### src/hw/rtl/smuxfd_pkg.sv
// ----------------------------------------------------------------------------
// smuxfd_pkg
// Shared codes, widths and word types of the multiplexed-stream deframer.
// ----------------------------------------------------------------------------
package smuxfd_pkg;

  localparam int HEADER_BYTES = 8;
  localparam int HDR_CNT_W    = $clog2(HEADER_BYTES);

  // Event codes
  localparam logic [2:0] EV_PUSH        = 3'd0;
  localparam logic [2:0] EV_DONE        = 3'd1;
  localparam logic [2:0] EV_UPDATE      = 3'd2;
  localparam logic [2:0] EV_BAD_VERSION = 3'd3;
  localparam logic [2:0] EV_TOO_LONG    = 3'd4;
  localparam logic [2:0] EV_BAD_UPDATE  = 3'd5;
  localparam logic [2:0] EV_BAD_COMMAND = 3'd6;

  // Command bytes
  localparam logic [7:0] CMD_SYN    = 8'd0;
  localparam logic [7:0] CMD_FIN    = 8'd1;
  localparam logic [7:0] CMD_PUSH   = 8'd2;
  localparam logic [7:0] CMD_NOP    = 8'd3;
  localparam logic [7:0] CMD_UPDATE = 8'd4;

  // Configuration register indexes
  localparam logic CFG_VERSION = 1'b0;
  localparam logic CFG_MAX_LEN = 1'b1;

  localparam logic [1:0]  VERSION_RESET = 2'd1;
  localparam logic [15:0] MAX_LEN_RESET = 16'd32768;
  localparam logic [1:0]  UPDATE_VERSION = 2'd2;
  localparam logic [15:0] UPDATE_LEN     = 16'd8;

  typedef struct packed {
    logic [1:0]  expected_version;
    logic [15:0] max_payload_len;
  } cfg_t;

  typedef struct packed {
    logic [2:0]  event_res;
    logic [7:0]  command;
    logic [31:0] strm_id;
    logic [7:0]  data_byte;
    logic        last_byte;
    logic [31:0] peer_consumed;
    logic [31:0] peer_window;
  } res_t;

endpackage

### src/hw/rtl/smuxfd_core.sv
// ----------------------------------------------------------------------------
// smuxfd_core
// Per-byte frame parser: header assembly, checks, payload count-out and the
// combinational result word for the byte being taken.
// ----------------------------------------------------------------------------
module smuxfd_core (
  input  logic                clk,
  input  logic                rst,
  input  logic                take,
  input  logic [7:0]          rx_byte,
  input  smuxfd_pkg::cfg_t    cfg,
  output logic                emit,
  output smuxfd_pkg::res_t    res
);
  import smuxfd_pkg::*;

  logic                 failed, failed_next;
  logic                 in_payload, in_payload_next;
  logic [HDR_CNT_W-1:0] header_count, header_count_next;
  logic [63:0]          header_bytes, header_bytes_next;
  logic [15:0]          payload_left, payload_left_next;
  logic [63:0]          update_bytes, update_bytes_next;
  logic [3:0]           pay_count, pay_count_next;

  logic [63:0] hdr;
  logic [7:0]  cmd;
  logic [15:0] hdr_len;
  logic        frame_end;
  logic        end_emit;
  logic        end_fail;
  logic [2:0]  end_ev;

  // Header view: the incoming byte completes it on the last header byte
  assign header_bytes_next = in_payload ? header_bytes : {rx_byte, header_bytes[63:8]};
  assign hdr     = header_bytes_next;
  assign cmd     = hdr[15:8];
  assign hdr_len = hdr[31:16];

  // Frame-end outcome by command
  always_comb begin
    end_emit = 1'b1;
    end_fail = 1'b0;
    end_ev   = EV_DONE;
    case (cmd) inside
      CMD_SYN, CMD_FIN, CMD_NOP: end_ev = EV_DONE;
      CMD_PUSH:                  end_emit = 1'b0;
      CMD_UPDATE: begin
        if (cfg.expected_version != UPDATE_VERSION || hdr_len != UPDATE_LEN) begin
          end_ev   = EV_BAD_UPDATE;
          end_fail = 1'b1;
        end else begin
          end_ev = EV_UPDATE;
        end
      end
      default: begin
        end_ev   = EV_BAD_COMMAND;
        end_fail = 1'b1;
      end
    endcase
  end

  // Next state and result word
  always_comb begin
    failed_next       = failed;
    in_payload_next   = in_payload;
    header_count_next = header_count;
    payload_left_next = payload_left;
    update_bytes_next = update_bytes;
    pay_count_next    = pay_count;
    frame_end         = 1'b0;
    emit              = 1'b0;
    res               = '0;
    res.command       = cmd;
    res.strm_id       = hdr[63:32];
    if (take && !failed) begin
      if (!in_payload) begin
        if (header_count != HDR_CNT_W'(HEADER_BYTES - 1)) begin
          header_count_next = header_count + 1'b1;
        end else begin
          header_count_next = '0;
          update_bytes_next = '0;
          pay_count_next    = '0;
          if (hdr[7:0] != {6'd0, cfg.expected_version}) begin
            failed_next   = 1'b1;
            emit          = 1'b1;
            res.event_res = EV_BAD_VERSION;
          end else if (hdr_len > cfg.max_payload_len) begin
            failed_next   = 1'b1;
            emit          = 1'b1;
            res.event_res = EV_TOO_LONG;
          end else if (hdr_len == 16'd0) begin
            frame_end = 1'b1;
          end else begin
            in_payload_next   = 1'b1;
            payload_left_next = hdr_len;
          end
        end
      end else begin
        // collect the first eight payload bytes for update frames
        if (!pay_count[3]) begin
          update_bytes_next = {rx_byte, update_bytes[63:8]};
          pay_count_next    = pay_count + 1'b1;
        end
        payload_left_next = payload_left - 1'b1;
        if (payload_left_next == 16'd0) begin
          in_payload_next = 1'b0;
        end
        if (cmd == CMD_PUSH) begin
          emit          = 1'b1;
          res.event_res = EV_PUSH;
          res.data_byte = rx_byte;
          res.last_byte = (payload_left_next == 16'd0);
        end else if (payload_left_next == 16'd0) begin
          frame_end = 1'b1;
        end
      end
      if (frame_end) begin
        emit          = end_emit;
        res.event_res = end_ev;
        failed_next   = end_fail;
        if (end_ev == EV_UPDATE) begin
          res.peer_consumed = update_bytes_next[31:0];
          res.peer_window   = update_bytes_next[63:32];
        end
      end
    end
  end

  // Hold state, advance on a taken byte
  always_ff @(posedge clk) begin
    if (rst) begin
      failed       <= 1'b0;
      in_payload   <= 1'b0;
      header_count <= '0;
      header_bytes <= '0;
      payload_left <= '0;
      update_bytes <= '0;
      pay_count    <= '0;
    end else if (take && !failed) begin
      failed       <= failed_next;
      in_payload   <= in_payload_next;
      header_count <= header_count_next;
      header_bytes <= header_bytes_next;
      payload_left <= payload_left_next;
      update_bytes <= update_bytes_next;
      pay_count    <= pay_count_next;
    end
  end

  // Sticky failure never clears outside reset
  a_failed_sticky: assert property (@(posedge clk) disable iff (rst)
    failed |=> failed)
    else $error("failed flag cleared without reset");

  // A failed parser produces nothing
  a_no_emit_failed: assert property (@(posedge clk) disable iff (rst)
    failed |-> !emit)
    else $error("result produced after failure");

  // Header counting only while outside a payload
  a_hdr_count_idle: assert property (@(posedge clk) disable iff (rst)
    in_payload |-> header_count == '0)
    else $error("header count moved during payload");

  // Payload phase always has bytes left
  a_left_nonzero: assert property (@(posedge clk) disable iff (rst)
    in_payload |-> payload_left != 16'd0)
    else $error("payload phase with zero bytes left");

endmodule

### src/hw/rtl/smux_frame_deframer_unit.sv
// Output: a result word appears on the output register in the cycle after
//   the byte that causes it is taken.
// Throughput: one byte per cycle; the input stalls only while a result word
//   waits in the output register and the output is stalled.
// Reset: synchronous, active high; clears parser state, the output register
//   valid and loads version 1 and maximum payload 32768.
// ----------------------------------------------------------------------------
// smux_frame_deframer_unit
// Receive deframer for a multiplexed-stream link with config registers and
// a registered result word.
// ----------------------------------------------------------------------------
module smux_frame_deframer_unit (
  input  logic        clk,
  input  logic        rst,
  // receive byte channel
  input  logic        rx_valid,
  output logic        rx_stall,
  input  logic [7:0]  rx_byte,
  // configuration write channel
  input  logic        cfg_valid,
  output logic        cfg_ready,
  input  logic        cfg_index,
  input  logic [15:0] cfg_data,
  // result channel
  output logic        res_valid,
  input  logic        res_stall,
  output logic [2:0]  event_res,
  output logic [7:0]  command,
  output logic [31:0] strm_id,
  output logic [7:0]  data_byte,
  output logic        last_byte,
  output logic [31:0] peer_consumed,
  output logic [31:0] peer_window
);
  import smuxfd_pkg::*;

  cfg_t cfg;
  logic take;
  logic emit;
  res_t res_word;
  res_t res;

  // Configuration registers, always ready
  assign cfg_ready = 1'b1;

  always_ff @(posedge clk) begin
    if (rst) begin
      cfg.expected_version <= VERSION_RESET;
      cfg.max_payload_len  <= MAX_LEN_RESET;
    end else if (cfg_valid && cfg_ready) begin
      unique case (cfg_index)
        CFG_VERSION: cfg.expected_version <= cfg_data[1:0];
        CFG_MAX_LEN: cfg.max_payload_len  <= cfg_data;
        default:     ;
      endcase
    end
  end

  // Take a byte unless a stalled word occupies the output register
  assign rx_stall = res_valid && res_stall;
  assign take     = rx_valid && !rx_stall;

  smuxfd_core u_core (
    .clk     (clk),
    .rst     (rst),
    .take    (take),
    .rx_byte (rx_byte),
    .cfg     (cfg),
    .emit    (emit),
    .res     (res_word)
  );

  // Output register: load when empty or drained
  always_ff @(posedge clk) begin
    if (rst) begin
      res_valid <= 1'b0;
    end else if (!res_valid || !res_stall) begin
      res_valid <= take && emit;
    end
  end

  always_ff @(posedge clk) begin
    if ((!res_valid || !res_stall) && take && emit) begin
      res <= res_word;
    end
  end

  assign event_res     = res.event_res;
  assign command       = res.command;
  assign strm_id       = res.strm_id;
  assign data_byte     = res.data_byte;
  assign last_byte     = res.last_byte;
  assign peer_consumed = res.peer_consumed;
  assign peer_window   = res.peer_window;

  // A taken byte that produces a word shows it next cycle
  a_emit_to_valid: assert property (@(posedge clk) disable iff (rst)
    take && emit |=> res_valid)
    else $error("produced word not registered");

  // A stalled word is never overwritten by a new byte
  a_no_take_stalled: assert property (@(posedge clk) disable iff (rst)
    res_valid && res_stall |-> !take)
    else $error("byte taken over a stalled word");

  // Valid word without a producing byte must be a held one
  a_valid_origin: assert property (@(posedge clk) disable iff (rst)
    $rose(res_valid) |-> $past(take && emit))
    else $error("output valid without a producing byte");

endmodule
### config.mk
export PLATFORM = sky130hd
export DESIGN_NAME = smux_frame_deframer_unit
export DESIGN_NICKNAME = d
export VERILOG_FILES = /design/src/hw/rtl/smuxfd_pkg.sv /design/src/hw/rtl/smuxfd_core.sv /design/src/hw/rtl/smux_frame_deframer_unit.sv
export SDC_FILE = /design/constraint.sdc
export NUM_CORES = 1
export LEC_CHECK = 0
export ABC_CLOCK_PERIOD_IN_PS = 16900
export BUFFER_PORTS_ARGS = -buffer_cell sky130_fd_sc_hd__buf_2
export CAP_MARGIN = 20
export CORE_UTILIZATION = 63
export CTS_BUF_LIST = sky130_fd_sc_hd__clkbuf_16
export DETAILED_ROUTE_END_ITERATION = 6
export PLACE_DENSITY = 0.85
export SYNTH_ARGS = -nofsm -noshare
export SYNTH_HDL_FRONTEND = slang
export SYNTH_SLANG_ARGS = --single-unit
### constraint.sdc
create_clock -name clk -period 16.9 [get_ports clk]
set_input_delay 3.38 -clock clk [delete_from_list [all_inputs] [get_ports clk]]
set_output_delay 3.38 -clock clk [all_outputs]
set_load 0.05 [all_outputs]
# Yosys cells after proc, flatten, opt, wreduce, memory -nomap -nowiden
# Cells that the tools add are included.
[op_classes] add_sub_neg=3 multipliers=0 div_mod_pow=0 magnitude_cmp=1 eq_ne=16 shifts=0 muxes=54 bitwise=2 n_reduce_logical=26
[op_table] cell="$mux W64" n=4
[op_table] cell="$mux W16" n=5
[op_table] cell="$logic_not A16 Y1" n=2
[op_table] cell="$mux W1" n=32
[op_table] cell="$mux W3" n=10
[op_table] cell="$eq A8 B2 Y1 const B" n=2
[op_table] cell="$gt A16 B16 Y1" n=1
[op_table] cell="$ne A16 B4 Y1 const B" n=1
[op_table] cell="$sub A16 B1 Y16 const B" n=1
[op_table] cell="$mux W4" n=3
[op_table] cell="$reduce_and A3 Y1" n=3
[op_table] cell="$eq A8 B1 Y1 const B" n=1
[op_table] cell="$eq A8 B3 Y1 const B" n=1
[op_table] cell="$logic_not A8 Y1" n=1
[op_table] cell="$ne A2 B1 Y1 const B" n=4
[op_table] cell="$ne A2 B2 Y1 const B" n=4
[op_table] cell="$ne A8 B2 Y1" n=1
[op_table] cell="$reduce_and A2 Y1" n=4
[op_table] cell="$logic_and A1 B1 Y1" n=6
[op_table] cell="$reduce_and A5 Y1" n=1
[op_table] cell="$add A4 B1 Y4 const B" n=1
[op_table] cell="$logic_not A1 Y1" n=4
[op_table] cell="$reduce_and A4 Y1" n=1
[op_table] cell="$add A3 B1 Y3 const B" n=1
[op_table] cell="6 further kinds" n=8
[totals] regBits=288 latch_bits=0 ramBits=0 rom_bits=0 inputBits=30 output_inout_bits=119 wordCells=120 memories=0

# Longest topological paths before layout
# Gate-level depths: netlist of run 1.
[logic_depth] word_depth=11 mapped_depth=16 mapped_depth_nobuf=10

# By module
# Synthesis of run 1 repeated with hierarchy kept, for this count alone.
[unflattened] cells_unflattened=1327 hier_area_um2=12833.6
[modules_own_cells] mod="smuxfd_core" instances=1 cells_per_inst=1121 area_each_um2=8400.6 seq_area_each_um2=3062.9
[modules_own_cells] mod="smux_frame_deframer_unit" instances=1 cells_per_inst=206 area_each_um2=4433.0 seq_area_each_um2=3863.7

# Least setup slack after synthesis of run 1
# Ideal clock, no wire load.
[synth_timing] kind="input to register" start="input rx_valid" end="register res (netlist bit command[0]), enable pin" setup_ns=0.592 t_arrival_ns=9.235 required_time_ns=16.308 setup_slack_ns=7.073 cell_stages=6 path_buffers=1 cell_sequence="a21bo_2 -> nor2_1 -> clkbuf_1 -> o21ai_0 -> a21o_1 -> nor2_1"
[synth_between] elab_chain_len=4 word_cells_on_any_way=5 cone_classes="mux: 1; reduce/logical: 4"
[synth_rtl] item="start: declaration" line_no="smux_frame_deframer_unit.sv:16" rtl="input logic rx_valid,"
[synth_rtl] item="$logic_and A1 B1 Y1 *" line_no="smux_frame_deframer_unit.sv:61" rtl="assign take = rx_valid && !rx_stall;"
[synth_rtl] item="$logic_and A1 B1 Y1" line_no="smuxfd_core.sv:75" rtl="if (take && !failed) begin"
[synth_rtl] item="$mux W1" line_no="smuxfd_core.sv:75"
[synth_rtl] item="$logic_and A1 B1 Y1 *" line_no="smux_frame_deframer_unit.sv:83" rtl="if ((!res_valid || !res_stall) && take && emit) begin"
[synth_rtl] item="end signal: assignment" line_no="smux_frame_deframer_unit.sv:84" rtl="res <= res_word;"
[synth_rtl] item="end: declaration" line_no="smux_frame_deframer_unit.sv:41" rtl="res_t res;"
# Every way passes the cells marked *; elsewhere a longest branch is shown, timed or not.
# A chain may end at the register's enable or synchronous reset.

# Worst setup path in the final report of run 1
[layout_timing] start="input res_stall" end="output rx_stall"
[layout_between] elab_chain_len=1
[layout_rtl] item="start: declaration" line_no="smux_frame_deframer_unit.sv:26" rtl="input logic res_stall,"
[layout_rtl] item="$logic_and A1 B1 Y1" line_no="smux_frame_deframer_unit.sv:60" rtl="assign rx_stall = res_valid && res_stall;"
[layout_rtl] item="end: declaration" line_no="smux_frame_deframer_unit.sv:17" rtl="output logic rx_stall,"
# Every way passes these cells.

==> metrics.md, run 1 <==
| Metric | Value |
|---|---|
| P_leak | `5.38 nW` |
| Synth-to-Final Area Change | `12.8%` |
| Proportion of power drawn by the clock network | `0.422` |
| Largest area contributor in the netlist | `edfxtp_1` |
| Final TNS setup | `0 ns` |
| Core ar. | `19,700 um2` |
| Post-synth EDFFs | `116` |
| Register bit count reported by yosys | `288` |
| ANT cells | `0` |
| Fin area | `14,400 um2` |
| Max Root-Sink Buffers | `3` |
| Most common cell in the netlist | `dfxtp_1` |
| Ports | `149` |
| Vias in the first global route | `8,958` |
| Clock sinks | `288` |
| Clk pin slew, worst setup/hold paths | `0.06 ns` |
| Post-CTS Hold Buffers | `0` |
| CP top delay family | `buffers and inverters` |
| Reg-to-reg slack, setup | `11.80 ns` |
| Reg power frac | `0.538` |
| Power density over the cells | `94.3 nW/um2` |
| Area contributors post-synth | `edfxtp_1 27%, dfxtp_1 27%, a22oi_1 8.3%` |
| Post-DP Area | `13,500 um2` |
| Die Span Y | `144 um` |
| Slowest-stage cell, CP | `buf_2` |
| CTS Buf Count | `28` |
| Final hold vios | `0` |
| Gate power share | `0.040` |
| Asr flop ratio synth | `0` |
| Max Cap Violations | `0` |
| Routed metal-1 wire length | `12,800 um` |
| Failing checks | `DRC` |
| Crit path top cell by count | `buf_2` |
| Hold depth | `2` |
| Avg Inst Size Synth | `10.1 um2` |
| Sw frac | `0.220` |
| Max IR drop VDD | `75.3 uV` |
| Drc violations | `2` |
| First-pass DRT Iterations | `7` |
| Reg-to-reg startpoint | `u_core.in_payload$_SDFFE_PP0P_` |
| Htree depth | `1` |
| Period minus WS final | `7.39 ns` |
| Routed Antenna Nets | `0` |
| Final nets | `1,400` |
| TritonCTS clock tree | `yes` |
| Worst Hold End | `cfg[1]$_SDFFE_PP0P_` |
| IO buf count | `147` |
| Measured slew at the worst slew-check pin | `1.07 ns` |
| Slew headroom | `0.284` |
| Placer congestion estimate | `0.897` |
| Largest net degree at the start of global routing | `89` |
| Root Driver | `clkbuf_16` |
| Startpoint Class | `input port` |
| CP endpoint kind | `primary output` |
| Initial antenna violation count | `0` |
| First-pass GRT wire length | `45,500 um` |
| Synth Instances | `1,259` |
| RSZ-0062 raised after global routing | `no` |
| P_int | `1.06 mW` |
| Layout cells sized above 1 | `0.216` |
| Max Used Layer | `met4` |
| Power, Total | `1.36 mW` |
| HP Start | `cfg[1]$_SDFFE_PP0P_` |
| WL per Instance | `17.6 um` |
| Vias | `9,999` |
| Warnings from Yosys | `0` |
| Placed Cells | `1,584` |
| Routed met3 length | `1990 um` |
| Final non-filler cell total | `1,636` |
| Synth top cells by count | `172 x dfxtp_1, 160 x nand2_1, 141 x a22oi_1, 116 x edfxtp_1, 115 x nor2_1` |
| Setup repair bufs after CTS | `0` |
| Reg2reg path depth | `13` |
| Reg2reg end | `peer_window[10]$_SDFFCE_PN0P_` |
| PostCTS Resize Cnt | `0` |
| Final setup skew | `0.0140 ns` |
| Area share of the largest cell type after synthesis | `0.273` |
| Max Slew Vio Count | `0` |
| DR WL met2 | `13,400 um` |
| Min Hold Slack | `0.454 ns` |
| Final Setup Violations | `0` |
| Overflow after GRT | `0` |
| Yosys cell types | `61` |
| Hpwl dp | `17,500 um` |
| Min-Delay Path Class | `register to register` |
| Synth Flop Type | `dfxtp_1` |
| Vias per std cell | `6.11` |
| Initial Util | `0.648` |
| Outcome | `complete, but fails checks` |
| Worst Path Buf+Inv | `3` |
| Die area | `20,800 um2` |
| CP peak stage delay | `0.28 ns` |
| Rows | `51` |
| Mapped Nets | `1,310` |
| Tcrit/Tclk final | `0.437` |
| Clk_lat worst skew | `0.54 ns` |
| Crit path DAT | `4.01 ns` |
| P_sw | `0.298 mW` |
| CP cell instances | `buf_2, nand2_1, inv_1, buf_2` |
| Crit Path Max Fanout | `3` |
| Worst path required time | `13.52 ns` |
| Die span in x | `144 um` |
| Drt first-iter violations | `1,011` |
| Post-Syn Area | `12,700 um2` |
| Highest clock rate | `135 MHz` |
| Seq/Total Area, Yosys | `0.544` |
| GRT Util Overall | `0.274` |
| DRT Wirelength | `28,800 um` |
| Crit path kind | `input port to primary output` |
-- per-stage QoR --
step	utilization	setup slack [ns]
2_1_floorplan	-	7.07
3_3_place_gp	0.689	9.54
3_5_place_dp	0.689	9.53
6_report	0.732	9.51
4_1_cts	0.732	9.52
5_1_grt	0.732	9.49
-- worst min-delay path, cell delays in order (launching register included) --
cell	delay, ns
dfxtp_1	0.31
nand2_1	0.05
a21oi_1	0.05
-- layer usage --
| layer | global-route usage | vias to the layer above |
|---|---|---|
| li1 | - | 4752 |
| met1 | 0.396 | 4819 |
| met2 | 0.439 | 389 |
| met3 | 0.0311 | 39 |
| met4 | 0.0720 | 0 |
| met5 | 0 | - |
-- flip-flops by register name (all words and copies together), names as in the netlist, 3 cells and up --
| register | cells |
|---|---|
| cfg | 18 |
| command | 8 |
| data_byte | 8 |
| event_res | 3 |
| peer_consumed | 32 |
| peer_window | 32 |
| strm_id | 32 |
| u_core.header_bytes | 64 |
| u_core.header_count | 3 |
| u_core.pay_count | 4 |
| u_core.payload_left | 16 |
| u_core.update_bytes | 64 |
-- worst max path at each step --
| stage | start | endpoint | slack [ns] | cells past startpoint |
|---|---|---|---|---|
| CTS | res_stall | rx_stall | 9.52 | 4 |
| global placement | res_stall | rx_stall | 9.54 | 4 |
| floorplan | rx_valid | command[0]$_DFFE_PP_ | 7.07 | 6 |
| finish | res_stall | rx_stall | 9.51 | 4 |
| global route | res_stall | rx_stall | 9.49 | 4 |
| detailed placement | res_stall | rx_stall | 9.53 | 4 |
-- kinds of logic after synthesis --
group / after synthesis / synth area share
buf+inv: 125 / 0.0412
mux: 75 / 0.0644
xor+xnor: 4 / 0.00275
simple gates: 445 / 0.170
compound gates: 300 / 0.157
other cells: 1 / 0.000294
flops: 288 / 0.544
fa+ha+maj: 21 / 0.0206
-- power groups by stage --
stage                     Sequential (mW)  Combinational (mW)  Clock, mW
after floorplan                     0.743              0.0394          0
after global placement              0.744              0.0519          0
after detailed placement            0.744              0.0534          0
after CTS                           0.729              0.0538      0.580
after global routing                0.730              0.0598      0.604
final                               0.729              0.0542      0.572
-- cell type report --
cell class	instances	area [um2]
multi-input combinational	846	5350
tap	265	332
clock buffer	28	701
timing repair buffer	160	836
inverter	25	93.8
clock inverter	24	141
sequential	288	6930
fill	1440	5280
-- cell usage in the layout, fill, tap and decap left out, types with 4 or more instances in the layout --
master	instances
or4_1	5
mux2i_1	19
buf_2	146
o21ai_0	21
nand2_1	160
ha_1	21
buf_4	14
nand4_1	7
a21oi_1	94
clkbuf_16	28
a21o_1	5
nor3_1	61
nor2b_1	8
and2_1	11
mux2_2	56
a22oi_1	141
inv_1	31
dfxtp_1	171
or3_1	5
nor2_1	112
a211oi_1	6
clkinv_1	11
nor4_1	4
nor3_2	21
edfxtp_1	116
nand3_1	23
(Power assumes the default switching activity.)
==> run 2: changes to the inputs <==
Settings changed: ABC_CLOCK_PERIOD_IN_PS 16900 to 5990, CORE_UTILIZATION 63 to 53, PLACE_DENSITY 0.85 to 0.76.
Clock period 16.9 ns to 5.99 ns, I/O delays scaled along.
==> metrics.md, run 2 (synthesized netlist as in run 1, its figures left out) <==
| Metric | Value |
|---|---|
| Crit Path Max Fanout | `43` |
| Post-CTS Hold Buffers | `0` |
| Crit path kind | `register to register` |
| Final-layout fill cell count | `1,949` |
| Max Root-Sink Buffers | `3` |
| Top flop regs | `u_core.header_bytes (64), u_core.update_bytes (64)` |
| Ports | `149` |
| Most frequent cells in the layout | `171 x dfxtp_1, 160 x nand2_1, 146 x buf_2` |
| Crit path DAT | `4.36 ns` |
| Drt first-iter violations | `894` |
| Synth-to-Final Area Change | `14.4%` |
| Setup repair bufs after CTS | `0` |
| GRT Util Overall | `0.241` |
| Rows | `56` |
| IO buf count | `147` |
| Vias | `9,946` |
| Clk pin slew, worst setup/hold paths | `0.06 ns` |
| Vias per std cell | `5.87` |
| Die Span Y | `157 um` |
| Outcome | `completed` |
| Layout cells sized above 1 | `0.220` |
| CP Depth | `10` |
| CP endpoint kind | `register` |
| P_leak | `5.45 nW` |
| Final TNS setup | `0 ns` |
| Crit path top cell by count | `nand4_1` |
| Commonest non-fill, non-tap cell in the layout | `dfxtp_1` |
| Overflow after GRT | `0` |
| Initial Util | `0.541` |
| RSZ-0062 raised after global routing | `no` |
| Core ar. | `23,500 um2` |
| Min-Delay Path Class | `register to register` |
| CP peak stage delay | `0.71 ns` |
| Reg-to-reg slack, setup | `1.87 ns` |
| Hold depth | `2` |
| Final setup skew | `0.0144 ns` |
| Period minus WS final | `4.12 ns` |
| Final nets | `1,404` |
| Slowest-stage cell, CP | `nor2_4` |
| CTS Buf Count | `29` |
| Initial antenna violation count | `0` |
| Hpwl dp | `18,800 um` |
| PostCTS Resize Cnt | `0` |
| Die area | `24,700 um2` |
| ANT cells | `0` |
| Worst Path Buf+Inv | `1` |
| Routed Antenna Nets | `0` |
| Drc violations | `0` |
| Slew headroom | `0.320` |
| Final Setup Violations | `0` |
| Htree depth | `1` |
| Placer congestion estimate | `0.887` |
| Clk_lat worst skew | `0.55 ns` |
| Max Slew Vio Count | `0` |
| Max IR drop VDD | `262 uV` |
| Final hold vios | `0` |
| Reg2reg path depth | `10` |
| Largest net degree at the start of global routing | `73` |
| Startpoint Class | `register` |
| Tcrit/Tclk final | `0.688` |
| CP cell instances | `mux2_2, ha_1, nand4_1, nor4_1, o21ai_0, nand4_1, a21oi_1, nor3b_1, nor2_4, buf_12` |
| Max Cap Violations | `0` |
| Highest clock rate | `243 MHz` |
| Power density over the cells | `271 nW/um2` |
| Min Hold Slack | `0.455 ns` |
| First-pass GRT wire length | `47,500 um` |
| DRT Wirelength | `29,900 um` |
| TritonCTS clock tree | `yes` |
| Vias in the first global route | `9,203` |
| First-pass DRT Iterations | `5` |
| WL per Instance | `17.6 um` |
| Worst path required time | `6.23 ns` |
| CP top delay family | `simple AND/OR/NAND/NOR gates` |
| Clock sinks | `288` |
| Measured slew at the worst slew-check pin | `1.02 ns` |
| Die span in x | `157 um` |
| Root Driver | `clkbuf_16` |
run 2: changes by cell type in the layout (fill, tap and decap cells not counted), sizes merged:
cell	change
clkbuf	+1
bufinv	+2
inv	+5
buf	+3
clkinv	-7
clkinvlp	+1
run 2: tightest hold or removal path, cell delays in order (launching register included):
cell	delay [ns]
dfxtp_1	0.31
nand2_1	0.05
a21oi_1	0.05
run 2: power by group:
part | internal [mW] | total, mW | leakage [nW] | switching, mW
sequential | 2.04 | 2.06 | 2.58 | 0.0147
clock | 1.00 | 1.74 | 0.481 | 0.739
combinational | 0.0500 | 0.155 | 2.39 | 0.105
run 2: area by class of cell:
| type | instances | area (um2) | share of cell area |
|---|---|---|---|
| well taps | 319 | 399 | 0.0274 |
| inverters | 25 | 93.8 | 0.00644 |
| clock buffers | 29 | 726 | 0.0498 |
| repair buffers | 163 | 896 | 0.0614 |
| clock inverters | 25 | 190 | 0.0130 |
| flip-flops and latches | 288 | 6930 | 0.475 |
| multi-input cells | 846 | 5350 | 0.367 |
run 2: worst paths after layout:
path,startpoint,to
setup / recovery,u_core.in_payload$_SDFFE_PP0P_,strm_id[4]$_DFFE_PP_
hold / removal,cfg[4]$_SDFFE_PP0P_,cfg[4]$_SDFFE_PP0P_
setup reg to reg,u_core.in_payload$_SDFFE_PP0P_,strm_id[4]$_DFFE_PP_
hold reg to reg,cfg[4]$_SDFFE_PP0P_,cfg[4]$_SDFFE_PP0P_
run 2: metrics by stage:
step / instance area (um2) / total power, mW / utilization / worst slack [ns] / instances
2_1_floorplan: 12700 / 2.21 / - / 0.606 / 1259
3_3_place_gp: 13700 / 2.25 / 0.580 / 1.93 / 1640
3_5_place_dp: 13700 / 2.25 / 0.580 / 1.89 / 1640
4_1_cts: 14600 / 3.97 / 0.619 / 1.93 / 1694
5_1_grt: 14600 / 4.07 / 0.619 / 1.60 / 1695
6_report: 14600 / 3.96 / 0.619 / 1.87 / 1695
run 2: routing by layer:
| metal | vias to the layer above | track usage | share of wire |
|---|---|---|---|
| li1 | 4777 | - | - |
| met1 | 4778 | 0.347 | 0.46 |
| met2 | 337 | 0.379 | 0.46 |
| met5 | - | 0 | 0 |
| met3 | 54 | 0.0308 | 0.062 |
| met4 | 0 | 0.0680 | 0.025 |
==> run 3: changes to the inputs <==
Settings changed: ABC_CLOCK_PERIOD_IN_PS 5990 to 3690.
Clock period 5.99 ns to 3.69 ns, I/O delays scaled along.
==> metrics.md, run 3 (synthesized netlist as in run 1, its figures left out) <==
| Metric | Value |
|---|---|
| Outcome | `completed` |
| Hpwl dp | `18,800 um` |
| Root Driver | `clkbuf_16` |
| CP endpoint kind | `register` |
| DR WL met2 | `13,500 um` |
| Initial Util | `0.541` |
| Vias in the first global route | `9,006` |
| Crit Path Max Fanout | `57` |
| Gate power share | `0.039` |
| Largest net degree at the start of global routing | `88` |
| Die span in x | `157 um` |
| Min Hold Slack | `0.420 ns` |
| Clk pin slew, worst setup/hold paths | `0.06 ns` |
| DRT Wirelength | `29,700 um` |
| Layout cells sized above 1 | `0.238` |
| Final hold vios | `0` |
| Tcrit/Tclk final | `0.946` |
| Post-place setup slack | `0.242 ns` |
| P_sw | `1.46 mW` |
| Worst path required time | `3.91 ns` |
| Placer congestion estimate | `0.916` |
| Slowest-stage cell, CP | `dfxtp_4` |
| Commonest non-fill, non-tap cell in the layout | `dfxtp_1` |
| Crit path DAT | `3.72 ns` |
| Final setup skew | `0.0199 ns` |
| TritonCTS clock tree | `yes` |
| Clk_lat worst skew | `0.56 ns` |
| Startpoint Class | `register` |
| Top flop regs | `u_core.header_bytes (64), u_core.update_bytes (64)` |
| Crit path kind | `register to register` |
| Max Slew Vio Count | `0` |
| Core ar. | `23,500 um2` |
| Max Used Layer | `met4` |
| Hold depth | `3` |
| First-pass GRT wire length | `47,100 um` |
| Final TNS setup | `0 ns` |
| Die Span Y | `157 um` |
| Power density over the cells | `444 nW/um2` |
| IO buf count | `147` |
| Final non-filler cell total | `1,703` |
| Sw frac | `0.220` |
| Final nets | `1,412` |
| Synth-to-Final Area Change | `16.8%` |
| P_leak | `5.55 nW` |
| Slew headroom | `0.440` |
| Vias per std cell | `5.83` |
| Initial antenna violation count | `0` |
| Min-Delay Path Class | `input port to register` |
| Reg2reg path depth | `10` |
| RSZ-0062 raised after global routing | `no` |
| GRT Util Overall | `0.239` |
| WL per Instance | `17.4 um` |
| Proportion of power drawn by the clock network | `0.456` |
| Max Cap Violations | `0` |
| Max IR drop VDD | `303 uV` |
| Ports | `149` |
| Overflow after GRT | `0` |
| Crit path top cell by count | `nand4_1` |
| Reg power frac | `0.505` |
| P_int | `5.16 mW` |
| Most frequent cells in the layout | `171 x dfxtp_1, 160 x nand2_1, 146 x buf_2` |
| CTS Buf Count | `29` |
| Placed Cells | `1,649` |
| Routed metal-1 wire length | `13,900 um` |
| Die area | `24,700 um2` |
| ANT cells | `0` |
| CP peak stage delay | `0.58 ns` |
| Final worst slack | `0.199 ns` |
| Period minus WS final | `3.49 ns` |
| CP cell instances | `mux2_2, ha_1, nand4_1, nor4_1, o21ai_0, nand4_1, a21oi_2, nor3b_4, nor2_4, buf_12` |
| Clock sinks | `288` |
| Highest clock rate | `286 MHz` |
| Final Setup Violations | `0` |
| First-pass DRT Iterations | `5` |
| Max Root-Sink Buffers | `3` |
| Measured slew at the worst slew-check pin | `0.840 ns` |
| Htree depth | `1` |
| Routed Antenna Nets | `0` |
| Drc violations | `0` |
| Rows | `56` |
| Vias | `9,935` |
| Post-CTS Hold Buffers | `0` |
| Routed met3 length | `1750 um` |
| Drt first-iter violations | `783` |
-- run 3: worst max-delay path, delay by kind of cell (launching register included) --
| family | cells | cell delay, ns |
|---|---|---|
| adders and majority gates | 1 | 0.28 |
| muxes | 1 | 0.42 |
| buffers and inverters | 1 | 0.30 |
| AOI/OAI and AO/OA | 2 | 0.31 |
| and+or+nand+nor | 5 | 1.23 |
| DFF | 1 | 0.58 |
-- run 3: what timing repair did --
action | in CTS | in global routing
setup endpoints to repair | 0 | 5
buffers inserted | 0 | 0
gates resized for setup | 0 | 1
-- run 3: cell type report --
class | count | area (um2)
clock buffer | 33 | 826
clock inverter | 21 | 173
fill | 1901 | 8660
inverter | 25 | 93.8
multi-input combinational | 846 | 5450
sequential | 288 | 6930
tap | 319 | 399
timing repair buffer | 171 | 1020
-- run 3: per-layer routing --
metal  track usage  vias up
met5             0        -
met4        0.0656        0
met3        0.0350       51
met2         0.374      346
met1         0.345     4753
li1              -     4785
-- run 3: stage by stage --
stage	total power, mW	area [um2]	util
3_3_place_gp	3.66	13900	0.590
4_1_cts	6.65	14900	0.632
6_report	6.62	14900	0.632
2_1_floorplan	3.59	12900	-
3_5_place_dp	3.67	13900	0.590
5_1_grt	6.82	14900	0.632
-- run 3: power by group through the flow --
stage	Clock [mW]	Combinational (mW)	Sequential (mW)
floorplan	0	0.186	3.40
global placement	0	0.253	3.41
detailed placement	0	0.258	3.41
CTS	3.05	0.259	3.34
global route	3.19	0.291	3.34
finish	3.02	0.261	3.34
-- run 3: worst paths after layout --
kind / startpoint / end / slack, ns
min reg2reg: cfg[4]$_SDFFE_PP0P_ / cfg[4]$_SDFFE_PP0P_ / 0.45
max reg2reg: u_core.in_payload$_SDFFE_PP0P_ / peer_window[9]$_SDFFCE_PN0P_ / 0.20
min: cfg_data[15] / cfg[15]$_SDFFE_PP1P_ / 0.42
max: u_core.in_payload$_SDFFE_PP0P_ / peer_window[9]$_SDFFCE_PN0P_ / 0.20
